--- src/rtl/core/graph_m_coloring_search_assert.svh ---
// Assertion macros for the graph coloring search block.
// Used by rtl/core modules through `include; no other dependencies.
`ifndef GRAPH_M_COLORING_SEARCH_ASSERT_SVH
`define GRAPH_M_COLORING_SEARCH_ASSERT_SVH
`ifndef ASSERT_OFF
`define GMC_ASSERT_IMP(label, clk, rst_n, ante, cons) \
	label: assert property (@(posedge clk) disable iff (!rst_n) (ante) |-> (cons)) \
		else $error("assertion failed");
`define GMC_ASSERT_NXT(label, clk, rst_n, ante, cons) \
	label: assert property (@(posedge clk) disable iff (!rst_n) (ante) |=> (cons)) \
		else $error("assertion failed");
`else
`define GMC_ASSERT_IMP(label, clk, rst_n, ante, cons)
`define GMC_ASSERT_NXT(label, clk, rst_n, ante, cons)
`endif
`endif

--- src/rtl/core/gmc_pkg.sv ---
// Package for the graph coloring search block: widths, action codes, states.
// No dependencies.
`timescale 1ns / 1ps
`default_nettype none
package gmc_pkg;
	localparam int MAX_VERTICES_DEF = 16;
	localparam int MAX_COLORS_DEF = 16;
	localparam int CFG_W = 5;

	typedef enum logic [1:0] {
		ACT_CLEAR = 2'd0,
		ACT_EDGE  = 2'd1,
		ACT_START = 2'd2,
		ACT_NONE  = 2'd3
	} action_t;

	localparam logic REG_COLORS = 1'b0;
	localparam logic REG_VERTS  = 1'b1;

	typedef enum logic [3:0] {
		ST_IDLE,
		ST_CLEAR,
		ST_EDGE_RD,
		ST_EDGE_WA,
		ST_EDGE_WB,
		ST_TRY,
		ST_RESUME,
		ST_SCAN,
		ST_STEP,
		ST_DONE
	} state_t;
endpackage
`default_nettype wire

--- src/rtl/core/gmc_adj_mem.sv ---
// Adjacency memory: one row per vertex, synchronous write and read.
// Depends on nothing outside this file.
`timescale 1ns / 1ps
`default_nettype none
module gmc_adj_mem #(
	parameter int DEPTH = 16,
	parameter int AW = 4
) (
	input  wire logic             clk,
	input  wire logic             we,
	input  wire logic [AW-1:0]    waddr,
	input  wire logic [DEPTH-1:0] wdata,
	input  wire logic [AW-1:0]    raddr,
	output logic      [DEPTH-1:0] rdata
);
	logic [DEPTH-1:0] mem [DEPTH];
	always_ff @(posedge clk) begin
		if (we) mem[waddr] <= wdata;
		rdata <= mem[raddr];
	end
endmodule
`default_nettype wire

--- src/rtl/core/graph_m_coloring_search.sv ---
// Top level of the graph m-coloring search block: control, color memory.
// Depends on gmc_pkg, gmc_adj_mem and the assertion header.
//
// Usage: items enter on s_axis (tdata = action, vertex_a, vertex_b from the
// lowest bit). Action 0 clears the graph, 1 adds an undirected edge, 2 runs
// the search and returns one item on m_axis with colorable in tdata[0];
// action 3 does nothing. Registers 0 (num_colors) and 1 (num_vertices) are
// written through cfg_we/cfg_addr/cfg_wdata; the user must write them only
// while the block is idle, as the block itself does not enforce this.
// After an add-edge item is accepted the block reads row a, updates row a,
// then updates row b; a clear writes every row, one row a cycle. A search
// makes, for each candidate color, a decision step, a scan of the colors
// already placed and an update step, and on each step back a decision and a
// resume step, so its length follows the backtracking tree and can be
// exponential. The result is presented right after the final decision cycle.
// Adjacency rows live in one memory; vertex colors live in a second memory
// whose single read port is swept once per candidate color.
// The block handles one item at a time; s_axis_tready is low while busy.
// A result waits in an output register while the receiver stalls, and the
// next item is taken only after it leaves. Reset starts a clear pass over
// every row before any item is taken.
`timescale 1ns / 1ps
`default_nettype none
`include "graph_m_coloring_search_assert.svh"
module graph_m_coloring_search #(
	parameter int MAX_VERTICES = gmc_pkg::MAX_VERTICES_DEF,
	parameter int MAX_COLORS = gmc_pkg::MAX_COLORS_DEF
) (
	input  wire logic       clk,
	input  wire logic       arst_n,
	input  wire logic       s_axis_tvalid,
	output logic            s_axis_tready,
	input  wire logic [15:0] s_axis_tdata,  // action[1:0], vertex_a[5:2], vertex_b[9:6]
	output logic            m_axis_tvalid,
	input  wire logic       m_axis_tready,
	output logic [7:0]      m_axis_tdata,  // colorable[0]
	input  wire logic       cfg_we,
	input  wire logic       cfg_addr,
	input  wire logic [gmc_pkg::CFG_W-1:0] cfg_wdata
);
	localparam int AW = (MAX_VERTICES > 1) ? $clog2(MAX_VERTICES) : 1;
	localparam int NW = $clog2(MAX_VERTICES + 1);
	localparam int CW = $clog2(MAX_COLORS + 1);

	gmc_pkg::state_t state_q, state_d;
	logic [gmc_pkg::CFG_W-1:0] ncol_q, nvert_q;
	logic [NW-1:0] n_eff;
	logic [CW-1:0] m_eff;
	logic [AW-1:0] cnt_q;     // clear row index
	logic [NW-1:0] v_q;       // search depth
	logic [CW:0] c_q;         // candidate color, one spare bit to reach m+1
	logic [NW-1:0] scan_q;    // next placed color to read
	logic pend_s1;            // a color read is in flight
	logic [AW-1:0] pend_idx_s1;
	logic [3:0] a_q, b_q;
	logic conflict_q, res_q, out_v_q;

	logic adj_we;
	logic [AW-1:0] adj_waddr, adj_raddr;
	logic [MAX_VERTICES-1:0] adj_wdata, adj_rdata;

	logic [CW-1:0] col_mem [MAX_VERTICES];
	logic col_we;
	logic [AW-1:0] col_waddr, col_raddr;
	logic [CW-1:0] col_wdata, col_rdata;

	assign n_eff = (int'(nvert_q) > MAX_VERTICES) ? NW'(MAX_VERTICES) : NW'(nvert_q);
	assign m_eff = (int'(ncol_q) > MAX_COLORS) ? CW'(MAX_COLORS) : CW'(ncol_q);

	gmc_adj_mem #(.DEPTH(MAX_VERTICES), .AW(AW)) u_adj (
		.clk(clk), .we(adj_we), .waddr(adj_waddr), .wdata(adj_wdata),
		.raddr(adj_raddr), .rdata(adj_rdata)
	);

	always_ff @(posedge clk) begin
		if (col_we) col_mem[col_waddr] <= col_wdata;
		col_rdata <= col_mem[col_raddr];
	end

	// Edge endpoints; an edge is stored only when both lie inside the graph.
	logic edge_hit;
	logic [AW-1:0] a_addr, b_addr;
	assign a_addr = AW'(a_q);
	assign b_addr = AW'(b_q);
	assign edge_hit = (int'(a_q) < int'(n_eff)) && (int'(b_q) < int'(n_eff));

	logic clearing, clear_last;
	assign clearing = (state_q == gmc_pkg::ST_CLEAR);
	assign clear_last = (cnt_q == AW'(MAX_VERTICES - 1));

	// The adjacency read port stays on row v during a search, so the row is
	// valid for every scan cycle. Only vertices below v hold a color.
	logic scan_more, cand_over, color_hit;
	logic [CW:0] c_inc;
	assign scan_more = (scan_q < v_q);
	assign cand_over = (c_q > {1'b0, m_eff});
	assign c_inc = c_q + (CW+1)'(1);
	assign color_hit = pend_s1 && adj_rdata[pend_idx_s1] && ({1'b0, col_rdata} == c_q);

	assign s_axis_tready = (state_q == gmc_pkg::ST_IDLE);

	always_comb begin
		state_d = state_q;
		unique case (state_q)
			gmc_pkg::ST_IDLE:
				if (s_axis_tvalid && s_axis_tready) begin
					unique case (gmc_pkg::action_t'(s_axis_tdata[1:0]))
						gmc_pkg::ACT_CLEAR: state_d = gmc_pkg::ST_CLEAR;
						gmc_pkg::ACT_EDGE:  state_d = gmc_pkg::ST_EDGE_RD;
						gmc_pkg::ACT_START: state_d = gmc_pkg::ST_TRY;
						gmc_pkg::ACT_NONE:  state_d = gmc_pkg::ST_IDLE;
					endcase
				end
			gmc_pkg::ST_CLEAR:
				if (clear_last) state_d = gmc_pkg::ST_IDLE;
			gmc_pkg::ST_EDGE_RD: state_d = gmc_pkg::ST_EDGE_WA;
			gmc_pkg::ST_EDGE_WA: state_d = gmc_pkg::ST_EDGE_WB;
			gmc_pkg::ST_EDGE_WB: state_d = gmc_pkg::ST_IDLE;
			gmc_pkg::ST_TRY:
				if (v_q >= n_eff || (cand_over && v_q == '0)) state_d = gmc_pkg::ST_DONE;
				else if (cand_over) state_d = gmc_pkg::ST_RESUME;
				else state_d = gmc_pkg::ST_SCAN;
			gmc_pkg::ST_RESUME: state_d = gmc_pkg::ST_TRY;
			gmc_pkg::ST_SCAN:
				if (!scan_more) state_d = gmc_pkg::ST_STEP;
			gmc_pkg::ST_STEP: state_d = gmc_pkg::ST_TRY;
			gmc_pkg::ST_DONE:
				if (m_axis_tready) state_d = gmc_pkg::ST_IDLE;
			default: state_d = gmc_pkg::ST_IDLE;
		endcase
	end

	always_comb begin
		adj_we = clearing;
		adj_waddr = cnt_q;
		adj_wdata = '0;
		adj_raddr = AW'(v_q);
		col_we = 1'b0;
		col_waddr = AW'(v_q);
		col_wdata = '0;
		col_raddr = AW'(scan_q);
		unique case (state_q)
			gmc_pkg::ST_EDGE_RD: adj_raddr = a_addr;
			gmc_pkg::ST_EDGE_WA: begin
				// Row b is read while row a is written; for a self loop the
				// old row comes back and gets the same bit.
				adj_raddr = b_addr;
				adj_we = edge_hit;
				adj_waddr = a_addr;
				adj_wdata = adj_rdata | (MAX_VERTICES'(1) << b_addr);
			end
			gmc_pkg::ST_EDGE_WB: begin
				adj_we = edge_hit;
				adj_waddr = b_addr;
				adj_wdata = adj_rdata | (MAX_VERTICES'(1) << a_addr);
			end
			gmc_pkg::ST_TRY: begin
				// Out of colors: uncolor v and fetch the color of v-1.
				if (v_q < n_eff && cand_over) begin
					col_we = 1'b1;
					col_raddr = AW'(v_q - NW'(1));
				end
			end
			gmc_pkg::ST_STEP: begin
				if (!conflict_q) begin
					col_we = 1'b1;
					col_wdata = c_q[CW-1:0];
				end
			end
			default: ;
		endcase
	end

	always_ff @(posedge clk or negedge arst_n) begin
		if (!arst_n) begin
			state_q <= gmc_pkg::ST_CLEAR;
			ncol_q <= gmc_pkg::CFG_W'(3);
			nvert_q <= gmc_pkg::CFG_W'(4);
			cnt_q <= '0;
			a_q <= '0;
			b_q <= '0;
			v_q <= '0;
			c_q <= '0;
			scan_q <= '0;
			pend_s1 <= 1'b0;
			pend_idx_s1 <= '0;
			conflict_q <= 1'b0;
			res_q <= 1'b0;
			out_v_q <= 1'b0;
		end else begin
			state_q <= state_d;
			if (cfg_we) begin
				if (cfg_addr == gmc_pkg::REG_COLORS) ncol_q <= cfg_wdata;
				else nvert_q <= cfg_wdata;
			end
			unique case (state_q)
				gmc_pkg::ST_IDLE: begin
					cnt_q <= '0;
					if (s_axis_tvalid) begin
						a_q <= s_axis_tdata[5:2];
						b_q <= s_axis_tdata[9:6];
						v_q <= '0;
						c_q <= (CW+1)'(1);
					end
				end
				gmc_pkg::ST_CLEAR: cnt_q <= cnt_q + AW'(1);
				gmc_pkg::ST_TRY: begin
					scan_q <= '0;
					pend_s1 <= 1'b0;
					conflict_q <= 1'b0;
					if (v_q >= n_eff) begin
						res_q <= 1'b1;
						out_v_q <= 1'b1;
					end else if (cand_over) begin
						if (v_q == '0) begin
							res_q <= 1'b0;
							out_v_q <= 1'b1;
						end else begin
							v_q <= v_q - NW'(1);
						end
					end
				end
				gmc_pkg::ST_RESUME: c_q <= {1'b0, col_rdata} + (CW+1)'(1);
				gmc_pkg::ST_SCAN: begin
					// Issue one color read a cycle; check each return.
					pend_s1 <= scan_more;
					pend_idx_s1 <= AW'(scan_q);
					if (scan_more) scan_q <= scan_q + NW'(1);
					if (color_hit) conflict_q <= 1'b1;
				end
				gmc_pkg::ST_STEP: begin
					if (conflict_q) begin
						c_q <= c_inc;
					end else begin
						v_q <= v_q + NW'(1);
						c_q <= (CW+1)'(1);
					end
				end
				gmc_pkg::ST_DONE:
					if (m_axis_tready) out_v_q <= 1'b0;
				default: ;
			endcase
		end
	end

	assign m_axis_tvalid = out_v_q;
	assign m_axis_tdata = {7'd0, res_q};

	`GMC_ASSERT_IMP(a_ready_idle, clk, arst_n, s_axis_tready, !m_axis_tvalid)
	`GMC_ASSERT_NXT(a_clear_len, clk, arst_n, clearing && !clear_last, clearing)
	`GMC_ASSERT_IMP(a_depth, clk, arst_n, state_q == gmc_pkg::ST_SCAN, v_q < n_eff)
	`GMC_ASSERT_NXT(a_out_hold, clk, arst_n, out_v_q && !m_axis_tready, out_v_q && $stable(res_q))
endmodule
`default_nettype wire
--- config.mk ---
export PLATFORM = sky130hd
export DESIGN_NAME = graph_m_coloring_search
export DESIGN_NICKNAME = d
export VERILOG_FILES = /design/src/rtl/core/gmc_pkg.sv /design/src/rtl/core/gmc_adj_mem.sv /design/src/rtl/core/graph_m_coloring_search.sv
export VERILOG_INCLUDE_DIRS = /design/src /design/src/rtl/core
export SDC_FILE = /design/constraint.sdc
export NUM_CORES = 1
export LEC_CHECK = 0
export BUFFER_PORTS_ARGS = -buffer_cell sky130_fd_sc_hd__buf_4
export CORE_ASPECT_RATIO = 1.5
export CORE_MARGIN = 3
export CORE_UTILIZATION = 62
export DETAILED_ROUTE_END_ITERATION = 10
export PLACE_DENSITY_LB_ADDON = 0.08
export SETUP_SLACK_MARGIN = 0.15
export SLEW_MARGIN = 40
export SYNTH_ARGS = -nofsm -noshare
export SYNTH_HDL_FRONTEND = slang
export SYNTH_SLANG_ARGS = --single-unit
--- constraint.sdc ---
create_clock -name clk -period 4.6 [get_ports clk]
set_input_delay 0.23 -clock clk [delete_from_list [all_inputs] [get_ports clk]]
set_output_delay 0.23 -clock clk [all_outputs]
set_load 0.02 [all_outputs]
==> results.toml <==
[status]
status = "complete, no violations"

[synthesis]
syn_std_cell_area_um2 = 18500
synth-edff-count = 336
synth_top_flop_cell = "edfxtp_1"
synth.ff_latch_count = 407
syn_inst = 1309
synth_async_sr_flop_share_pct = 12.3
post_synthesis_sequential_area_ratio_pct = 63.4
syn-mean-instance-area_um2 = 14.2
ys_warn_count = 0
yosysUniqueCellTypes = 66

[routing]
drt_wl_cell_um = 24.4
drc = 0
post_drt_via_cell_ratio = 6.50
antenna_violating_nets_post_route = 0
via_count = 11400
dr.pass1.iters = 5
routed_wl_um = 43000
drtIter0Drc = 984

[flow_run]
cap_viol_max_count = 0

[clock_tree]
cts_root_buf = "clkbuf_16"
post_cts.repair.setup_buffers = 0
clkSinkCount = 407
h-tree-depth = 2
cts_tree = "done"
cts_inserted_buffers = 38
clkSlewWorstSetupHoldPaths_ns = 0.06
cts.path.max_buffers = 3
clkLatencyLatePin_ns = 0.53
ctsResizeCount = 0

[pwr]
p_leak_nw = 7.51
power.switching_mw = 4.04
switching_share_pct = 33.4
p_comb_share_pct = 34.8
seqPwrFrac_pct = 40.3
p_per_area_nw_per_um2 = 584
design_power_total_mw = 12.1
share_clk_of_total_power_pct = 24.9
irDropWorstVdd_uv = 412
power_report.internal_total_mw = 8.05

[floorplanning]
ioPinCount = 37
dieArea_um2 = 32100
row_count = 76
dieWidth_um = 147
floorplan.die.height_um = 218
floorplan.initialDensity_pct = 63.7
core_area_um2 = 29100

[global_routing]
grt_pass1_wl_um = 66300
grt_use_met1_pct = 32.6
grt.overflow.total = 0
busiest_layer = "met2"
grt_max_degree = 65
antenna_found_initial = 0
track_usage_pct = 27.0
grt_util_met3_pct = 3.41
grt_use_met2_pct = 48.6
first_global_vias = 11600

[layout]
layout.cells.most_common = "edfxtp_1"
layout.cells.most_common_list = "edfxtp_1 (336), nand2_1 (129), mux4_2 (68)"
fraction_of_final_layout_cells_sized_beyond_drive_strength_1_pct = 19.1
nets = 1398
utilization_pct = 71.1
synthToLayoutAreaGrowth_pct = 11.6

[setup_path]
critical_path_peak_fanout = 21
setup.worst_path.start_class = "flop"
worst_path_most_repeated_cell = "buf_4"
timing.critical_path.arrival_ns = 3.89
timing.critical_path.to_type = "flop"
worstPathRequired_ns = 4.78
worst_path_max_stage_delay_ns = 0.73
timing.critical_path.cells = "nand2b_1 -> nor3_4 -> nor2_1 -> buf_4 -> a21oi_1 -> nand2_1 -> nor3_2 -> buf_4"
path_class = "reg -> reg"
timing.critical_path.slowest_stage_cell = "a21oi_1"

[timing]
max_freq_ghz = 0.270
hold-worst-slack_ns = 0.0508
finalCritPeriodShare_pct = 80.6
slew_headroom_pct = 43.3
finalSetupViolCount = 0
skew_ns = 0.0162
max_slew.worst_pin.slew_ns = 0.827
finalSetupTns_ns = 0
grt_setup_unrepaired = "no"
final_count_of_hold_timing_violations = 0
slew_violations = 0
fin_crit_ns = 3.71

[worst_hold_path]
min-delay-path-class = "in -> reg"

[place]
dp_hpwl_um = 26100
port_buffers = 23
finalWeightedCongestion = 0.864
-- metal layers --
| metal | up-vias | part of all wire [%] |
|---|---|---|
| met5 | - | 0 |
| met4 | 0 | 4.3 |
| met3 | 114 | 5.0 |
| met2 | 375 | 54 |
| met1 | 5780 | 36 |
| li1 | 5180 | - |
-- logic make-up (layout without fill, tap and decap cells) --
group / count (synthesis) / count (layout) / share of synthesized area, %
DFF: 407 / 407 / 63.4
and+or+nand+nor: 370 / 370 / 9.66
AOI/OAI and AO/OA: 223 / 223 / 8.49
muxes: 149 / 149 / 12.8
buffers and inverters: 114 / 170 / 2.91
adders and majority gates: 29 / 29 / 1.96
xor gates and xnor gates: 16 / 16 / 0.756
other: 1 / 8 / 0.0202
-- registers in the layout (all words and copies together) (netlist names), 5 cells and up --
signal / cells
nvert_q: 5
col_mem: 80
u_adj.rdata: 16
v_q: 5
u_adj.mem: 256
ncol_q: 5
scan_q: 5
col_rdata: 5
c_q: 6
-- metrics by stage --
step                      setup WS [ns]  cell area (µm²)  instances
after floorplan                   0.621            18600       1315
after global placement            0.915            19300       1677
after detailed placement           1.05            19300       1677
after CTS                          1.01            20600       1760
after global routing              0.718            20700       1761
final                             0.892            20700       1762
-- path summary, 6_finish.rpt --
| kind | from | slack (ns) | depth (start not counted) | endpoint |
|---|---|---|---|---|
| setup / recovery | state_q[2]$_DFFE_PN0P_ | 0.89 | 8 | u_adj.mem[2][11]$_DFFE_PP_ |
| hold / removal | m_axis_tready | 0.05 | 3 | state_q[3]$_DFFE_PN0P_ |
| setup reg to reg | state_q[2]$_DFFE_PN0P_ | 0.89 | 8 | u_adj.mem[2][11]$_DFFE_PP_ |
| hold reg to reg | pend_s1$_DFFE_PN0P_ | 0.48 | 2 | pend_s1$_DFFE_PN0P_ |
| max in group asynchronous | arst_n | 3.84 | 2 | scan_q[0]$_DFFE_PN0P_ |
| min in group asynchronous | arst_n | 0.27 | 2 | ncol_q[4]$_DFFE_PN0P_ |
-- final cells by class --
| cell class | count | area (µm²) |
|---|---|---|
| diodes | 1 | 2.50 |
| inverters | 21 | 78.8 |
| multi-input cells | 794 | 6490 |
| clock buffers | 61 | 1110 |
| well taps | 390 | 488 |
| fillers | 1970 | 8400 |
| repair buffers | 80 | 693 |
| flip-flops and latches | 407 | 11800 |
| clock inverters | 8 | 71.3 |
-- cell usage after synthesis, drive strengths merged (4+ instances only) --
cell type / n / area (µm²)
a22oi: 42 / 315
inv: 20 / 75.1
a21oi: 28 / 140
o21a: 6 / 45.0
mux4: 68 / 1530
dfstp: 4 / 105
and2: 5 / 31.3
mux2: 21 / 236
ha: 29 / 363
a311oi: 40 / 350
a22o: 5 / 43.8
nand2: 130 / 495
nor2: 60 / 228
xnor2: 7 / 61.3
dfxtp: 21 / 420
nand2b: 50 / 313
or4: 6 / 45.0
nand3: 17 / 85.1
clkbuf: 49 / 184
mux2i: 60 / 601
or3: 5 / 31.3
buf: 44 / 277
a211oi: 6 / 45.0
o21ai: 29 / 153
o22ai: 22 / 138
dfrtp: 46 / 1150
nand4: 4 / 25.0
a31oi: 20 / 131
nor4: 8 / 50.1
xor2: 9 / 78.8
edfxtp: 336 / 10100
nor2b: 5 / 31.3
nor3: 68 / 362
-- power by group through the flow --
stage	logic [mW]	registers (mW)	clock network, mW
2_1_floorplan	3.16	4.74	0
3_3_place_gp	4.06	4.92	0
3_5_place_dp	4.17	4.94	0
4_1_cts	4.19	4.87	3.06
5_1_grt	4.56	4.90	3.22
6_report	4.21	4.87	3.01
-- timing repair --
item / 4_1_cts / 5_1_grt
hold buffers: 14 / 0
hold endpoints to repair: 64 / 0
setup endpoints to repair: 0 / 0
-- critical path, delay by kind of cell, from the launching register on --
kind                   cells  cell delay, ns
AND/OR/NAND/NOR            5            1.36
AO/OA/AOI/OAI              1            0.73
buffers and inverters      2            0.64
flip-flops                 1            0.62
Note: power is estimated with default switching activity, not from simulation.
